### config.mk
export PLATFORM = sky130hd
export DESIGN_NAME = packet_record_packer_top
export DESIGN_NICKNAME = d
export VERILOG_FILES = /design/src/hw/rtl/pkr_pkg.sv /design/src/hw/rtl/packet_record_packer_top.sv /design/src/hw/rtl/pkr_front.sv /design/src/hw/rtl/pkr_queue.sv /design/src/hw/rtl/pkr_back.sv
export SDC_FILE = /design/constraint.sdc
export NUM_CORES = 1
export LEC_CHECK = 0
export ABC_CLOCK_PERIOD_IN_PS = 6100
export CAP_MARGIN = 10
export CORE_MARGIN = 2
export CORE_UTILIZATION = 49
export CTS_BUF_LIST = sky130_fd_sc_hd__clkbuf_8
export DETAILED_ROUTE_END_ITERATION = 10
export DONT_BUFFER_PORTS = 1
export GPL_ROUTABILITY_DRIVEN = 0
export PLACE_DENSITY = 0.66
export SETUP_SLACK_MARGIN = 0.15
export SYNTH_ARGS = -nofsm -noshare
export SYNTH_HDL_FRONTEND = slang
export SYNTH_HIERARCHICAL = 1
export SYNTH_SLANG_ARGS = --single-unit
### constraint.sdc
create_clock -name clk -period 6.1 [get_ports clk]
set_input_delay 1.22 -clock clk [delete_from_list [all_inputs] [get_ports clk]]
set_output_delay 1.22 -clock clk [all_outputs]
set_load 0.01 [all_outputs]
### src/hw/rtl/pkr_pkg.sv
// types and constants shared by the packet record packer modules
package pkr_pkg;

  typedef struct packed {
    logic [7:0]  data_byte;
    logic        first_of_packet;
    logic [14:0] packet_length;
    logic [63:0] stamp;
  } in_req_t;

  typedef struct packed {
    logic [7:0] out_byte;
    logic       record_end;
    logic       batch_end;
    logic       run_last;
  } out_req_t;

  typedef enum logic {
    CMD_DATA,
    CMD_PACKET
  } cmd_kind_t;

  typedef struct packed {
    cmd_kind_t   kind;
    logic [14:0] len;
    logic [63:0] stamp;
    logic [7:0]  data;
  } cmd_t;

  typedef struct packed {
    logic [15:0] record_bytes;
    logic [15:0] records_in_batch;
  } cfg_t;

  typedef struct packed {
    logic push;
    cmd_t cmd;
  } push_t;

  localparam int CFG_INDEX_W = 2;
  localparam logic [CFG_INDEX_W-1:0] CFG_RECORD_BYTES     = 2'd0;
  localparam logic [CFG_INDEX_W-1:0] CFG_RECORDS_IN_BATCH = 2'd1;

  localparam logic [15:0] RECORD_BYTES_RESET     = 16'd1024;
  localparam logic [15:0] RECORDS_IN_BATCH_RESET = 16'd16;
  localparam logic [15:0] RECORD_BYTES_MIN       = 16'd16;

  localparam int LEN_WORD_BYTES = 4;
  localparam int CMD_QUEUE_DEPTH = 4;
  localparam int CMD_QUEUE_AW = $clog2(CMD_QUEUE_DEPTH);

endpackage

### src/hw/rtl/packet_record_packer_top.sv
// top level of the packet record packer: config registers, front, queue, back
//
// channel  | direction | handshake           | payload
// in       | input     | in_valid/in_ready   | in_data (pkr_pkg::in_req_t)
// out      | output    | out_valid/out_ready | out_data (pkr_pkg::out_req_t)
// cfg      | input     | cfg_valid/cfg_ready | cfg_index, cfg_value
//
// one output byte per cycle from the back end output register while out_ready allows
// a packet's first byte yields 5 + STAMP_BYTES output bytes (one pad byte dropping the
// packet if one record byte is left); the 4-entry command queue absorbs header time
// in_ready drops only while the command queue is full; out_ready low stalls the back end
// synchronous reset clears queue, counters and record position; no clearing pass
module packet_record_packer_top #(
  parameter int STAMP_BYTES      = 8,
  parameter int MAX_PACKET_BYTES = 16384
) (
  input  logic                                clk,
  input  logic                                rst,
  input  logic                                in_valid,
  output logic                                in_ready,
  input  pkr_pkg::in_req_t                    in_data,
  output logic                                out_valid,
  input  logic                                out_ready,
  output pkr_pkg::out_req_t                   out_data,
  input  logic                                cfg_valid,
  output logic                                cfg_ready,
  input  logic [pkr_pkg::CFG_INDEX_W-1:0]     cfg_index,
  input  logic [15:0]                         cfg_value
);

  pkr_pkg::cfg_t  cfg;
  pkr_pkg::push_t q_push;
  pkr_pkg::cmd_t  head;
  logic           q_full;
  logic           head_valid;
  logic           pop;

  assign cfg_ready = 1'b1;

  always_ff @(posedge clk) begin
    if (rst) begin
      cfg.record_bytes     <= pkr_pkg::RECORD_BYTES_RESET;
      cfg.records_in_batch <= pkr_pkg::RECORDS_IN_BATCH_RESET;
    end else if (cfg_valid && cfg_ready) begin
      case (cfg_index)
        pkr_pkg::CFG_RECORD_BYTES:     cfg.record_bytes     <= cfg_value;
        pkr_pkg::CFG_RECORDS_IN_BATCH: cfg.records_in_batch <= cfg_value;
        default: begin
        end
      endcase
    end
  end

  pkr_front #(
    .MAX_PACKET_BYTES(MAX_PACKET_BYTES)
  ) u_front (
    .clk     (clk),
    .rst     (rst),
    .in_valid(in_valid),
    .in_ready(in_ready),
    .in_data (in_data),
    .q_full  (q_full),
    .q_push  (q_push)
  );

  pkr_queue u_queue (
    .clk       (clk),
    .rst       (rst),
    .q_push    (q_push),
    .pop       (pop),
    .full      (q_full),
    .head_valid(head_valid),
    .head      (head)
  );

  pkr_back #(
    .STAMP_BYTES(STAMP_BYTES)
  ) u_back (
    .clk       (clk),
    .rst       (rst),
    .cfg       (cfg),
    .head_valid(head_valid),
    .head      (head),
    .pop       (pop),
    .out_valid (out_valid),
    .out_ready (out_ready),
    .out_data  (out_data)
  );

  a_batch_on_record_end: assert property (@(posedge clk) disable iff (rst)
    out_valid |-> (!out_data.batch_end || out_data.record_end))
    else $error("batch end without record end");

  a_packet_queued: assert property (@(posedge clk) disable iff (rst)
    (in_valid && in_ready && in_data.first_of_packet) |=> head_valid)
    else $error("accepted packet start not queued");

  a_no_pop_empty: assert property (@(posedge clk) disable iff (rst)
    pop |-> head_valid)
    else $error("queue popped while empty");

endmodule

### src/hw/rtl/pkr_front.sv
// front end: accepts packet bytes, clamps lengths, tracks open packet, queues commands
module pkr_front #(
  parameter int MAX_PACKET_BYTES = 16384
) (
  input  logic             clk,
  input  logic             rst,
  input  logic             in_valid,
  output logic             in_ready,
  input  pkr_pkg::in_req_t in_data,
  input  logic             q_full,
  output pkr_pkg::push_t   q_push
);

  logic [14:0] payload_left;
  logic [14:0] payload_left_next;
  logic [14:0] len_c;
  logic        accept;

  assign in_ready = !q_full;
  assign accept   = in_valid && in_ready;

  always_comb begin
    if (in_data.packet_length == 15'd0) begin
      len_c = 15'd1;
    end else if ({1'b0, in_data.packet_length} > 16'(MAX_PACKET_BYTES)) begin
      len_c = 15'(MAX_PACKET_BYTES);
    end else begin
      len_c = in_data.packet_length;
    end
  end

  always_comb begin
    payload_left_next = payload_left;
    q_push.push       = 1'b0;
    q_push.cmd.kind   = in_data.first_of_packet ? pkr_pkg::CMD_PACKET : pkr_pkg::CMD_DATA;
    q_push.cmd.len    = len_c;
    q_push.cmd.stamp  = in_data.stamp;
    q_push.cmd.data   = in_data.data_byte;
    if (accept) begin
      if (in_data.first_of_packet) begin
        payload_left_next = len_c - 15'd1;
        q_push.push       = 1'b1;
      end else if (payload_left != 15'd0) begin
        payload_left_next = payload_left - 15'd1;
        q_push.push       = 1'b1;
      end
    end
  end

  always_ff @(posedge clk) begin
    if (rst) begin
      payload_left <= 15'd0;
    end else begin
      payload_left <= payload_left_next;
    end
  end

endmodule

### src/hw/rtl/pkr_queue.sv
// short command queue between front and back
module pkr_queue (
  input  logic           clk,
  input  logic           rst,
  input  pkr_pkg::push_t q_push,
  input  logic           pop,
  output logic           full,
  output logic           head_valid,
  output pkr_pkg::cmd_t  head
);

  localparam int AW = pkr_pkg::CMD_QUEUE_AW;

  pkr_pkg::cmd_t entries [pkr_pkg::CMD_QUEUE_DEPTH];
  logic [AW-1:0] wr_ptr;
  logic [AW-1:0] rd_ptr;
  logic [AW:0]   count;
  logic          do_push;
  logic          do_pop;

  assign full       = count == (AW+1)'(pkr_pkg::CMD_QUEUE_DEPTH);
  assign head_valid = count != '0;
  assign head       = entries[rd_ptr];
  assign do_push    = q_push.push && !full;
  assign do_pop     = pop && head_valid;

  always_ff @(posedge clk) begin
    if (do_push) begin
      entries[wr_ptr] <= q_push.cmd;
    end
  end

  always_ff @(posedge clk) begin
    if (rst) begin
      wr_ptr <= '0;
      rd_ptr <= '0;
      count  <= '0;
    end else begin
      if (do_push) begin
        wr_ptr <= wr_ptr + AW'(1);
      end
      if (do_pop) begin
        rd_ptr <= rd_ptr + AW'(1);
      end
      count <= count + (AW+1)'(do_push) - (AW+1)'(do_pop);
    end
  end

endmodule

### src/hw/rtl/pkr_back.sv
// back end: emits header and data bytes, tracks record and batch boundaries
module pkr_back #(
  parameter int STAMP_BYTES = 8
) (
  input  logic              clk,
  input  logic              rst,
  input  pkr_pkg::cfg_t     cfg,
  input  logic              head_valid,
  input  pkr_pkg::cmd_t     head,
  output logic              pop,
  output logic              out_valid,
  input  logic              out_ready,
  output pkr_pkg::out_req_t out_data
);

  localparam int HDR_LAST = pkr_pkg::LEN_WORD_BYTES + STAMP_BYTES;
  localparam int IDX_W    = $clog2(HDR_LAST + 1);

  logic [IDX_W-1:0] idx;
  logic [IDX_W-1:0] idx_next;
  logic [IDX_W-1:0] st_idx;
  logic [15:0]      space_left;
  logic [15:0]      space_left_next;
  logic [15:0]      record_count;
  logic [15:0]      record_count_next;
  logic             dropping;
  logic             dropping_next;
  logic [15:0]      eff_record;
  logic [15:0]      eff_batch;
  logic [15:0]      sl_dec;
  logic [15:0]      rc_inc;
  logic             rend;
  logic             bend;
  logic [31:0]      len_word;
  logic [7:0]       hdr_byte;
  logic             can_emit;
  logic             emit;
  logic             run_last;
  logic [7:0]       byte_sel;

  assign eff_record = (cfg.record_bytes < pkr_pkg::RECORD_BYTES_MIN) ?
                      pkr_pkg::RECORD_BYTES_MIN : cfg.record_bytes;
  assign eff_batch  = (cfg.records_in_batch == 16'd0) ? 16'd1 : cfg.records_in_batch;

  // record and batch accounting for one emitted byte
  assign sl_dec = space_left - 16'd1;
  assign rc_inc = record_count + 16'd1;
  assign rend   = sl_dec == 16'd0;
  assign bend   = rend && (rc_inc >= eff_batch);

  assign len_word = 32'(head.len) + 32'(STAMP_BYTES);
  assign st_idx   = idx - IDX_W'(pkr_pkg::LEN_WORD_BYTES);

  always_comb begin
    if (idx < IDX_W'(pkr_pkg::LEN_WORD_BYTES)) begin
      hdr_byte = len_word[{idx[1:0], 3'b000} +: 8];
    end else if (idx < IDX_W'(HDR_LAST)) begin
      hdr_byte = head.stamp[{st_idx[2:0], 3'b000} +: 8];
    end else begin
      hdr_byte = head.data;
    end
  end

  assign can_emit = !out_valid || out_ready;

  always_comb begin
    emit          = 1'b0;
    pop           = 1'b0;
    run_last      = 1'b0;
    byte_sel      = head.data;
    idx_next      = idx;
    dropping_next = dropping;
    if (head_valid) begin
      case (head.kind)
        pkr_pkg::CMD_DATA: begin
          if (dropping) begin
            pop = 1'b1;
          end else if (can_emit) begin
            emit     = 1'b1;
            run_last = 1'b1;
            pop      = 1'b1;
          end
        end
        pkr_pkg::CMD_PACKET: begin
          if (can_emit) begin
            emit = 1'b1;
            if (idx == '0 && space_left == 16'd1) begin
              // pad the last byte and drop the packet
              byte_sel      = 8'd0;
              run_last      = 1'b1;
              pop           = 1'b1;
              dropping_next = 1'b1;
            end else begin
              byte_sel      = hdr_byte;
              dropping_next = 1'b0;
              if (idx == IDX_W'(HDR_LAST)) begin
                run_last = 1'b1;
                pop      = 1'b1;
                idx_next = '0;
              end else begin
                idx_next = idx + IDX_W'(1);
              end
            end
          end
        end
        default: begin
          pop = 1'b1;
        end
      endcase
    end
  end

  always_comb begin
    space_left_next   = space_left;
    record_count_next = record_count;
    if (emit) begin
      space_left_next = rend ? eff_record : sl_dec;
      if (rend) begin
        record_count_next = bend ? 16'd0 : rc_inc;
      end
    end
  end

  always_ff @(posedge clk) begin
    if (rst) begin
      idx          <= '0;
      space_left   <= pkr_pkg::RECORD_BYTES_RESET;
      record_count <= 16'd0;
      dropping     <= 1'b0;
      out_valid    <= 1'b0;
    end else begin
      idx          <= idx_next;
      space_left   <= space_left_next;
      record_count <= record_count_next;
      dropping     <= dropping_next;
      if (can_emit) begin
        out_valid <= emit;
      end
    end
  end

  always_ff @(posedge clk) begin
    if (can_emit && emit) begin
      out_data.out_byte   <= byte_sel;
      out_data.record_end <= rend;
      out_data.batch_end  <= bend;
      out_data.run_last   <= run_last;
    end
  end

endmodule

### Word-level counts from Yosys, hierarchy flattened

Memories as Yosys holds them, arrays and structs flattened. A register that Yosys moved wholly into a read port is not among the register bits.
Cells that the tools add are included.

| storage, ports and cells | value |
|---|---|
| logic and storage cells | 98 |
| bits of input ports | 111 |
| RAM bits | 352 |
| bits in registers | 103 |
| output and inout port bits | 14 |
| memories | 1 |

| cells by class | value |
|---|---|
| $add $sub $neg | 11 |
| $lt $le $gt $ge | 5 |
| mux-type cells | 35 |
| reductions and logical operators | 23 |
| equality and inequality tests | 4 |
| shift-type cells | 2 |
| bitwise logic cells | 2 |

Memory list:

| memory | depth | bits a word | rd ports | clocked after Yosys merged registers in | write ports | line | text |
|---|---|---|---|---|---|---|---|
| u_queue.entries | 4 | 88 | 1 | 1 | 1 | pkr_queue.sv:14 | `pkr_pkg::cmd_t entries [pkr_pkg::CMD_QUEUE_DEPTH];` |

Operators by type and width:

| kind | number |
|---|---|
| 16-bit two-way mux | 4 |
| 64-bit by 7-bit indexed part select with 8-bit output | 1 |
| 15-bit two-way mux | 4 |
| 8-bit two-way mux | 6 |
| 16-bit logical NOT | 2 |
| 32-bit by 6-bit indexed part select with 8-bit output | 1 |
| 15-bit by 1-bit subtractor with 15-bit output, second input constant | 2 |
| 15-bit by 4-bit adder with 16-bit output, second input constant | 1 |
| 16-bit by 1-bit adder with 16-bit output, second input constant | 1 |
| 16-bit by 1-bit equality test with 1-bit output, second input constant | 1 |
| 16-bit >= comparator | 1 |
| 16-bit by 5-bit < comparator with 1-bit output, second input constant | 1 |
| 16-bit by 1-bit subtractor with 16-bit output, second input constant | 1 |
| 15-bit greater-than comparator, second input constant | 1 |
| 15-bit logical NOT | 1 |
| 1-bit two-way mux | 15 |
| 15-bit nonzero test | 1 |
| 2-bit AND reduction | 4 |
| 1-bit logical AND | 6 |
| 1-bit one-hot mux with 2 select lines | 3 |
| 2-bit by 1-bit adder with 2-bit output, second input constant | 2 |
| 4-bit by 1-bit adder with 4-bit output, second input constant | 1 |
| 4-bit equality test, second input constant | 1 |
| 4-bit logical NOT | 1 |
| 17 further kinds | 20 |

### Depth between registers and ports, before layout

Gate-level depths: netlist (run 1).

| logic depth | value |
|---|---|
| word-level depth | 9 |
| gate-level depth with buffers | 18 |
| depth with buffers taken out | 15 |

### Cells and area by module

Netlist (run 1), hierarchy kept.

Modules (own cells, without submodules):

| module | cells each | area each (µm²) | times used | sequential area each (µm²) |
|---|---|---|---|---|
| pkr_queue | 509 | 13152.6 | 1 | 10750.3 |
| pkr_back | 511 | 4264.1 | 1 | 1091.0 |
| pkr_front | 265 | 1999.4 | 1 | 300.3 |
| packet_record_packer_top | 129 | 1353.8 | 1 | 640.6 |

### Worst setup path before layout (run 1)

Ideal clock, no wire load.

| timing | value |
|---|---|
| path kind | input to register |
| from | in in_data[79] (netlist bit) |
| to | mem u_queue/entries[0][0] (netlist bit), enable pin |
| path buffers | 2 |
| arrival | 4389 ps |
| required time | 5644 ps |
| stages on the path | 9 |
| setup time | 456 ps |
| path slack | 1255 ps |
| cells stage by stage | buf_4 nor3_1 nand4_1 o21ai_2 inv_2 buf_2 inv_1 nor2_1 and2_1 |

RTL lines:

| item | line | text |
|---|---|---|
| start: declaration | packet_record_packer_top.sv:21 | `input pkr_pkg::in_req_t in_data,` |
| end: declaration | pkr_queue.sv:14 |  |

### Final worst setup path (run 1)

| timing | value |
|---|---|
| from | reg u_back.record_count[0] |
| to | reg u_back.record_count[13] |

| between the ends | value |
|---|---|
| word-level cells in the longest chain between the ends | 4 |

Ends and longest elaborated chain:

| item | line | text |
|---|---|---|
| start: declaration | pkr_back.sv:24 | `logic [15:0] record_count;` |
| start signal: assignment | pkr_back.sv:134 | `record_count <= record_count_next;` |
| 16-bit by 1-bit adder with 16-bit output * | pkr_back.sv:47 | `assign rc_inc = record_count + 16'd1;` |
| 16-bit >= comparator | pkr_back.sv:49 | `assign bend = rend && (rc_inc >= eff_batch);` |
| 1-bit logical AND | pkr_back.sv:49 |  |
| 16-bit two-way mux * | pkr_back.sv:119 | `record_count_next = bend ? 16'd0 : rc_inc;` |

Mark *: on every way between the ends. The rest lies on a longest branch, timed or not.
A chain may end at the register's enable or synchronous reset.

==> reports/results.tsv, run 1 <==
metric	value	unit
r2r-end	u_back/record_count[13]	
synth_seq_cells	457	
synthDistinctLibCells	91	
cp.depth	15	
critPathCaptureType	flop	
die_area	44000	um^2
cts_setup_buffers	0	
relSlewSlack	22.8	%
critPathBufInv	1	
drt_iter0_markers	898	
clkTransAtPathRegs	60	ps
crit_type	flop to flop	
yosysSeqAreaShare	61.5	%
ys.flop_type	edfxtp_1	
drc	0	
crit_end	u_back/record_count[13]	
cts_tree	built	
crit_chain	ha_1 -> nand3_1 -> or2_2 -> nor2_1 -> nand3_1 -> xnor2_1 -> ha_1 -> a21o_1 -> a21o_1 -> a221o_1 -> a31oi_1 -> buf_4 -> nand2_1 -> a311o_1 -> o41ai_1	
dr.pass1.iters	5	
cp-start-kind	flop	
layout-drive-gt1-share	18.5	%
cpLargestDelayFamily	compound AO/OA/AOI/OAI gates	
cap_violations	0	
syn-num-nets	1556	
routed_wl	43500	um
ios	125	
crit_fanout	22	
gr-total-overflow	0	
rows	75	
ys_warn_count	6	
fin_crit_sh	60.8	%
hold_viol	0	
grt_use_total	19.9	%
grt_max_degree	120	
ff2ff_setup_slack	2390	ps
worst_pin_slew	1160	ps
post_cts_resized	0	
required	6620	ps
hold_path.class	flop to flop	
hpwlAfterDp	27900	um
clock.fmax	270	MHz
max-clock-path-buffers	3	
powerDensity	410	nW/um^2
syn_avg_cell_area	14.7	um^2
die_y	210	um
avgRoutedWirePerCell	22.3	um
viasPerCell	5.92	
dr_total_vias	11600	
die_w	210	um
rsz0062_at_grt	false	
final_net_count	1500	
cp.arrival	4230	ps
cts-htree-levels	3	
antenna_found_initial	0	
synthArstFlopShare	0	%
synthToLayoutAreaGrowth	6.35	%
status	finished clean	
grt_pass1_vias	11600	
r2r_start	u_back/record_count[0]	
crit_start	u_back/record_count[0]	
synth_area	20800	um^2
pre_cts_slack	2020	ps
vdd_drop_max	0.207	mV
n_fill_cell	3392	
cpPeakStageDelay	400	ps
setup_viol	0	
core_area	41900	um^2
p_leak	7.24	nW
syn_inst	1414	
cts-root-buf	clkbuf_8	
finClkSkew	24.0	ps
rr_worst_depth	15	
antenna_left	0	
port_buffers	0	
grt_pass1_wl	67200	um
cts.sinks	457	
holdBufCountCts	0	
initial_core_util	49.6	%
fin_ws	2390	ps
min_period	3710	ps
setup_tns	0	ps
slew_violations	0	
cp_slowest_cell	dfxtp_1	
synth_edf_count	363	
cts_made_buffers	77	
insertion_delay	640	ps
[stage by stage]
stage	utilization [%]	hold slack [ps]	cells	power [mW]	cell area, um^2
final	52.8	459	1955	9.05	22100
after global routing	52.8	481	1954	9.51	22100
after CTS	52.8	455	1954	9.15	22100
after detailed placement	49.3	445	1818	6.58	20600
after global placement	49.3	444	1818	6.53	20600
after floorplan	-	437	1414	6.04	20800
[registers in the layout, indices dropped and copies added, names as in the netlist, named ones only]
signal	cells
u_queue/entries	352
cfg	32
u_back/record_count	16
u_back/space_left	16
u_front/payload_left	15
u_back/out_data	11
u_back/idx	4
u_queue/count	3
u_queue/rd_ptr	2
u_queue/wr_ptr	2
u_back/dropping	1
u_back/out_valid	1
[tightest hold or removal path: cells and delay by family (launching register included)]
| kind | cells | cell delay [ps] |
|---|---|---|
| DFF | 1 | 310 |
| and+or+nand+nor | 1 | 50 |
| AOI/OAI and AO/OA | 1 | 50 |
[metal layers]
layer | part of all wire [%] | up-vias | routed length [um] | track usage, %
met4 | 1.6 | 0 | 698 | 5.62
met1 | 42 | 5866 | 18500 | 26.5
met2 | 49 | 343 | 21500 | 32.7
met3 | 6.7 | 65 | 2900 | 5.12
li1 | - | 5307 | - | -
met5 | 0 | - | 0 | 0
[cell usage after synthesis (all sizes together), types with 18 or more instances]
library cell / number / area share, %
nand3: 46 / 1.2
clkbuf: 38 / 0.69
o21ai: 25 / 0.62
nand2b: 58 / 1.8
nor2: 74 / 1.4
nand2: 46 / 0.83
buf: 113 / 3.9
nor2b: 18 / 0.54
inv: 44 / 0.80
xnor2: 18 / 0.76
a31oi: 19 / 0.64
mux2i: 46 / 2.2
dfxtp: 94 / 9.1
edfxtp: 363 / 52
nor4: 26 / 0.93
a21oi: 41 / 0.99
ha: 30 / 1.8
mux4: 104 / 11
nor3: 24 / 0.65
[report_power, final]
| part | internal [mW] | switching (mW) | leakage, nW |
|---|---|---|---|
| logic | 1.02 | 1.26 | 2.33 |
| clock network | 1.33 | 1.22 | 0.809 |
| registers | 3.91 | 0.307 | 4.10 |
| total | 6.26 | 2.79 | 7.24 |
[layout by cell type (no fill, tap or decap), types with 18 or more instances in the layout]
cell / netlist / routed
nand2_1: 46 / 46
mux2i_1: 46 / 46
dfxtp_1: 94 / 91
nor3_1: 21 / 21
ha_1: 30 / 30
nand3_1: 45 / 45
a21oi_1: 41 / 41
xnor2_1: 18 / 18
nand2b_1: 57 / 57
edfxtp_1: 363 / 363
nor2_1: 72 / 72
mux4_2: 104 / 104
inv_1: 43 / 61
nor2b_1: 18 / 18
clkbuf_8: 0 / 81
o21ai_0: 24 / 24
a31oi_1: 18 / 18
nor4_1: 24 / 24
[worst min-delay path by stage]
stage	from	to	slack, ps	cells after the start
after floorplan	u_back/dropping	u_back/dropping	440	2
after CTS	u_back/dropping	u_back/dropping	450	2
after global routing	cfg[19]	u_back/space_left[3]	480	2
after global placement	u_back/dropping	u_back/dropping	440	2
after detailed placement	u_back/dropping	u_back/dropping	450	2
final	u_back/dropping	u_back/dropping	460	2
[area by class of cell]
class / instances / area, um^2 / share of cell area [%]
diodes: 1 / 2.50 / 0.0113
clock inverters: 55 / 325 / 1.47
clock buffers: 81 / 1110 / 5.05
well taps: 539 / 674 / 3.05
flip-flops and latches: 457 / 12800 / 57.9
repair buffers: 16 / 133 / 0.600
inverters: 45 / 169 / 0.765
multi-input cells: 761 / 6880 / 31.1
[logic make-up (layout without fill, tap and decap cells)]
family | count (synthesis) | count (layout) | share of synthesized area [%]
AOI/OAI and AO/OA | 185 | 185 | 6.49
xor gates and xnor gates | 33 | 33 | 1.39
adders and majority gates | 31 | 31 | 1.90
buffers and inverters | 196 | 197 | 5.39
DFF | 457 | 457 | 61.5
muxes | 151 | 151 | 13.5
other | 1 | 2 | 0.0181
and+or+nand+nor | 360 | 360 | 9.72
Note: power is estimated with default switching activity, not from simulation.
==> inputs of run 2 (changes only) <==
ABC_CLOCK_PERIOD_IN_PS = 3300   (was 6100)
PLACE_DENSITY = 0.68   (was 0.66)
clock period = 3.3 ns   (was 6.1 ns; I/O delays follow)
==> run 2 against run 1 <==
Net effect: register-to-register slack lost 2200 ps; cell count grew 2.3%; combinational power is 100% higher; sequential share of layout area decreased by 1.5 points; wire length grew 2.4%; setup slack worse by 2200 ps; critical endpoint is now u_back/record_count[4]; highest routed layer unchanged.
==> reports/results.tsv, run 2 (synthesis results as in run 1) <==
metric	value	unit	change
cts_tree	built		
antenna_left	0		unchanged
powerDensity	746	nW/um^2	+82%
core_area	41900	um^2	unchanged
grt_max_degree	120		unchanged
crit_chain	ha_4 -> nand3_2 -> or2_4 -> nor2_4 -> nand4_1 -> xnor2_2 -> ha_1 -> a21o_1 -> a221o_1 -> a31oi_4 -> buf_6 -> buf_12 -> nand3_1 -> a31oi_1		
gr-usage-met2	32.5	%	-0.18 points
cp.arrival	3660	ps	-570 ps
hold-path-endpoint	u_back/record_count[11]		
crit_fanout	7		-68%
layout_common_cells	edfxtp_1 (363), mux4_2 (104), dfxtp_1 (86)		
drc	0		unchanged
rr_worst_depth	14		-1
p_leak	7.59	nW	+4.8%
port_buffers	0		unchanged
critPathCaptureType	flop		
required	3850	ps	-2770 ps
hold_path.class	input port to flop		
final_net_count	1544		+2.9%
cts.sinks	457		unchanged
grt_pass1_wl	68700	um	+2.3%
hold_viol	0		unchanged
relSlewSlack	35.6	%	+13 points
cts-htree-levels	3		unchanged
finClkSkew	28.1	ps	+4.09 ps
vdd_drop_max	0.397	mV	+91%
grt_use_total	20.4	%	+0.47 points
layout_commonest_cell	edfxtp_1		
ff2ff_setup_slack	190	ps	-2200 ps
r2r_start	u_back/record_count[0]		
ios	125		unchanged
avgRoutedWirePerCell	22.3	um	+0.14%
clkTransAtPathRegs	60	ps	about the same
die_y	210	um	unchanged
finalPower	16.9	mW	+87%
initial_core_util	49.6	%	unchanged
worst_pin_slew	965	ps	-192 ps
worstHoldPathCells	1		-1
viasPerCell	5.90		-0.39%
stdcell_count	1999		+2.3%
critPathBufInv	2		+1
largest_reg_flops	352		unchanged
cpLargestDelayFamily	compound AO/OA/AOI/OAI gates		
rows	75		unchanged
die_w	210	um	unchanged
drt_iter0_markers	910		+1.3%
dr.pass1.iters	5		unchanged
hpwlAfterDp	28900	um	+3.3%
insertion_delay	630	ps	about the same
cp_slowest_cell	dfxtp_4		
die_area	44000	um^2	unchanged
cts_made_buffers	77		unchanged
setup_viol	0		unchanged
crit_type	flop to flop		
routed_wl	44600	um	+2.4%
hold_ws	117	ps	-343 ps
dr_total_vias	11800		+1.9%
dpl.cell_count	1846		+1.5%
use_met3	5.45	%	+0.33 points
max-clock-path-buffers	3		unchanged
gr-usage-met1	27.7	%	+1.2 points
cap_violations	0		unchanged
min_period	3110	ps	-600 ps
r2r-end	u_back/record_count[4]		
clock.fmax	322	MHz	+19%
synthToLayoutAreaGrowth	9.36	%	
cp-start-kind	flop		
rsz0062_at_grt	true		
status	finished clean		
fin_crit_sh	94.2	%	+33 points
busiest_layer	met2		
cts-root-buf	clkbuf_8		
grt_pass1_vias	11900		+2.7%
largest-register	u_queue/entries		
holdBufCountCts	0		unchanged
cpPeakStageDelay	380	ps	-20 ps
hold_start	rst		
layout-drive-gt1-share	22.2	%	+3.7 points
gr-total-overflow	0		unchanged
antenna_found_initial	0		unchanged
slew_violations	0		unchanged
largest_registers	u_queue/entries (352), cfg (32)		
run 2: cell types whose count changed in the layout (fill, tap and decap cells not counted), moves of 4 or more:
cell | previous run | this run
buf_4 | 15 | 45
buf_12 | 1 | 11
inv_1 | 61 | 70
clkinv_2 | 15 | 9
dfxtp_1 | 91 | 86
nand3_1 | 45 | 41
nand3_2 | 0 | 4
nor3_1 | 21 | 17
run 2: cell type report:
cell class / instances / area, um^2
Fill cell: 3398 / 19100
Sequential cell: 457 / 12800
Multi-Input combinational cell: 761 / 7030
Clock buffer: 82 / 1130
Tap cell: 539 / 674
Timing Repair Buffer: 60 / 631
Clock inverter: 54 / 278
Inverter: 45 / 169
Antenna cell: 1 / 2.50
run 2: through the flow:
stage | util, % | area [um^2] | setup WS, ps | TNS (ps)
6_report | 54.3 | 22700 | 190 | 0
3_3_place_gp | 50.2 | 21000 | 88.0 | 0
5_1_grt | 54.3 | 22700 | 19.7 | 0
4_1_cts | 53.6 | 22400 | 193 | 0
3_5_place_dp | 50.2 | 21000 | -39.4 | -117
2_1_floorplan | - | 20900 | -22.9 | -8050
run 2: worst reg2reg max path, cell delays in order (launching register included):
cell	delay, ps
dfxtp_4	380
ha_4	160
nand3_2	70
or2_4	260
nor2_4	120
nand4_1	170
xnor2_2	230
ha_1	280
a21o_1	190
a221o_1	370
a31oi_4	270
buf_6	170
buf_12	110
nand3_1	80
a31oi_1	180
run 2: worst max-delay path by stage:
stage | startpoint | to | slack [ps] | cells after the start
2_1_floorplan | in_data[79] | u_queue/entries[0][0] | -20 | 9
4_1_cts | u_back/space_left[4] | u_queue/count[1] | 190 | 13
3_3_place_gp | u_back/record_count[2] | u_back/record_count[2] | 90 | 12
5_1_grt | u_back/record_count[0] | u_back/record_count[13] | 20 | 12
3_5_place_dp | u_back/record_count[2] | u_back/record_count[4] | -40 | 12
6_report | u_back/record_count[0] | u_back/record_count[4] | 190 | 14
run 2: where the power goes:
group	internal, mW	switching, mW
clock	2.39	2.24
sequential	7.21	0.475
combinational	2.09	2.53
run 2: repair_timing:
item / CTS / global route
pin swaps: 0 / 22
cloned: 0 / 2
resized for setup: 5 / 25
setup buffers: 1 / 13
setup endpoints to repair: 16 / 29
run 2: metal layers:
metal | wire [um] | vias up
li1 | - | 5411
met1 | 19000 | 5951
met2 | 21300 | 357
met3 | 3260 | 77
met4 | 1010 | 0
met5 | 0 | -
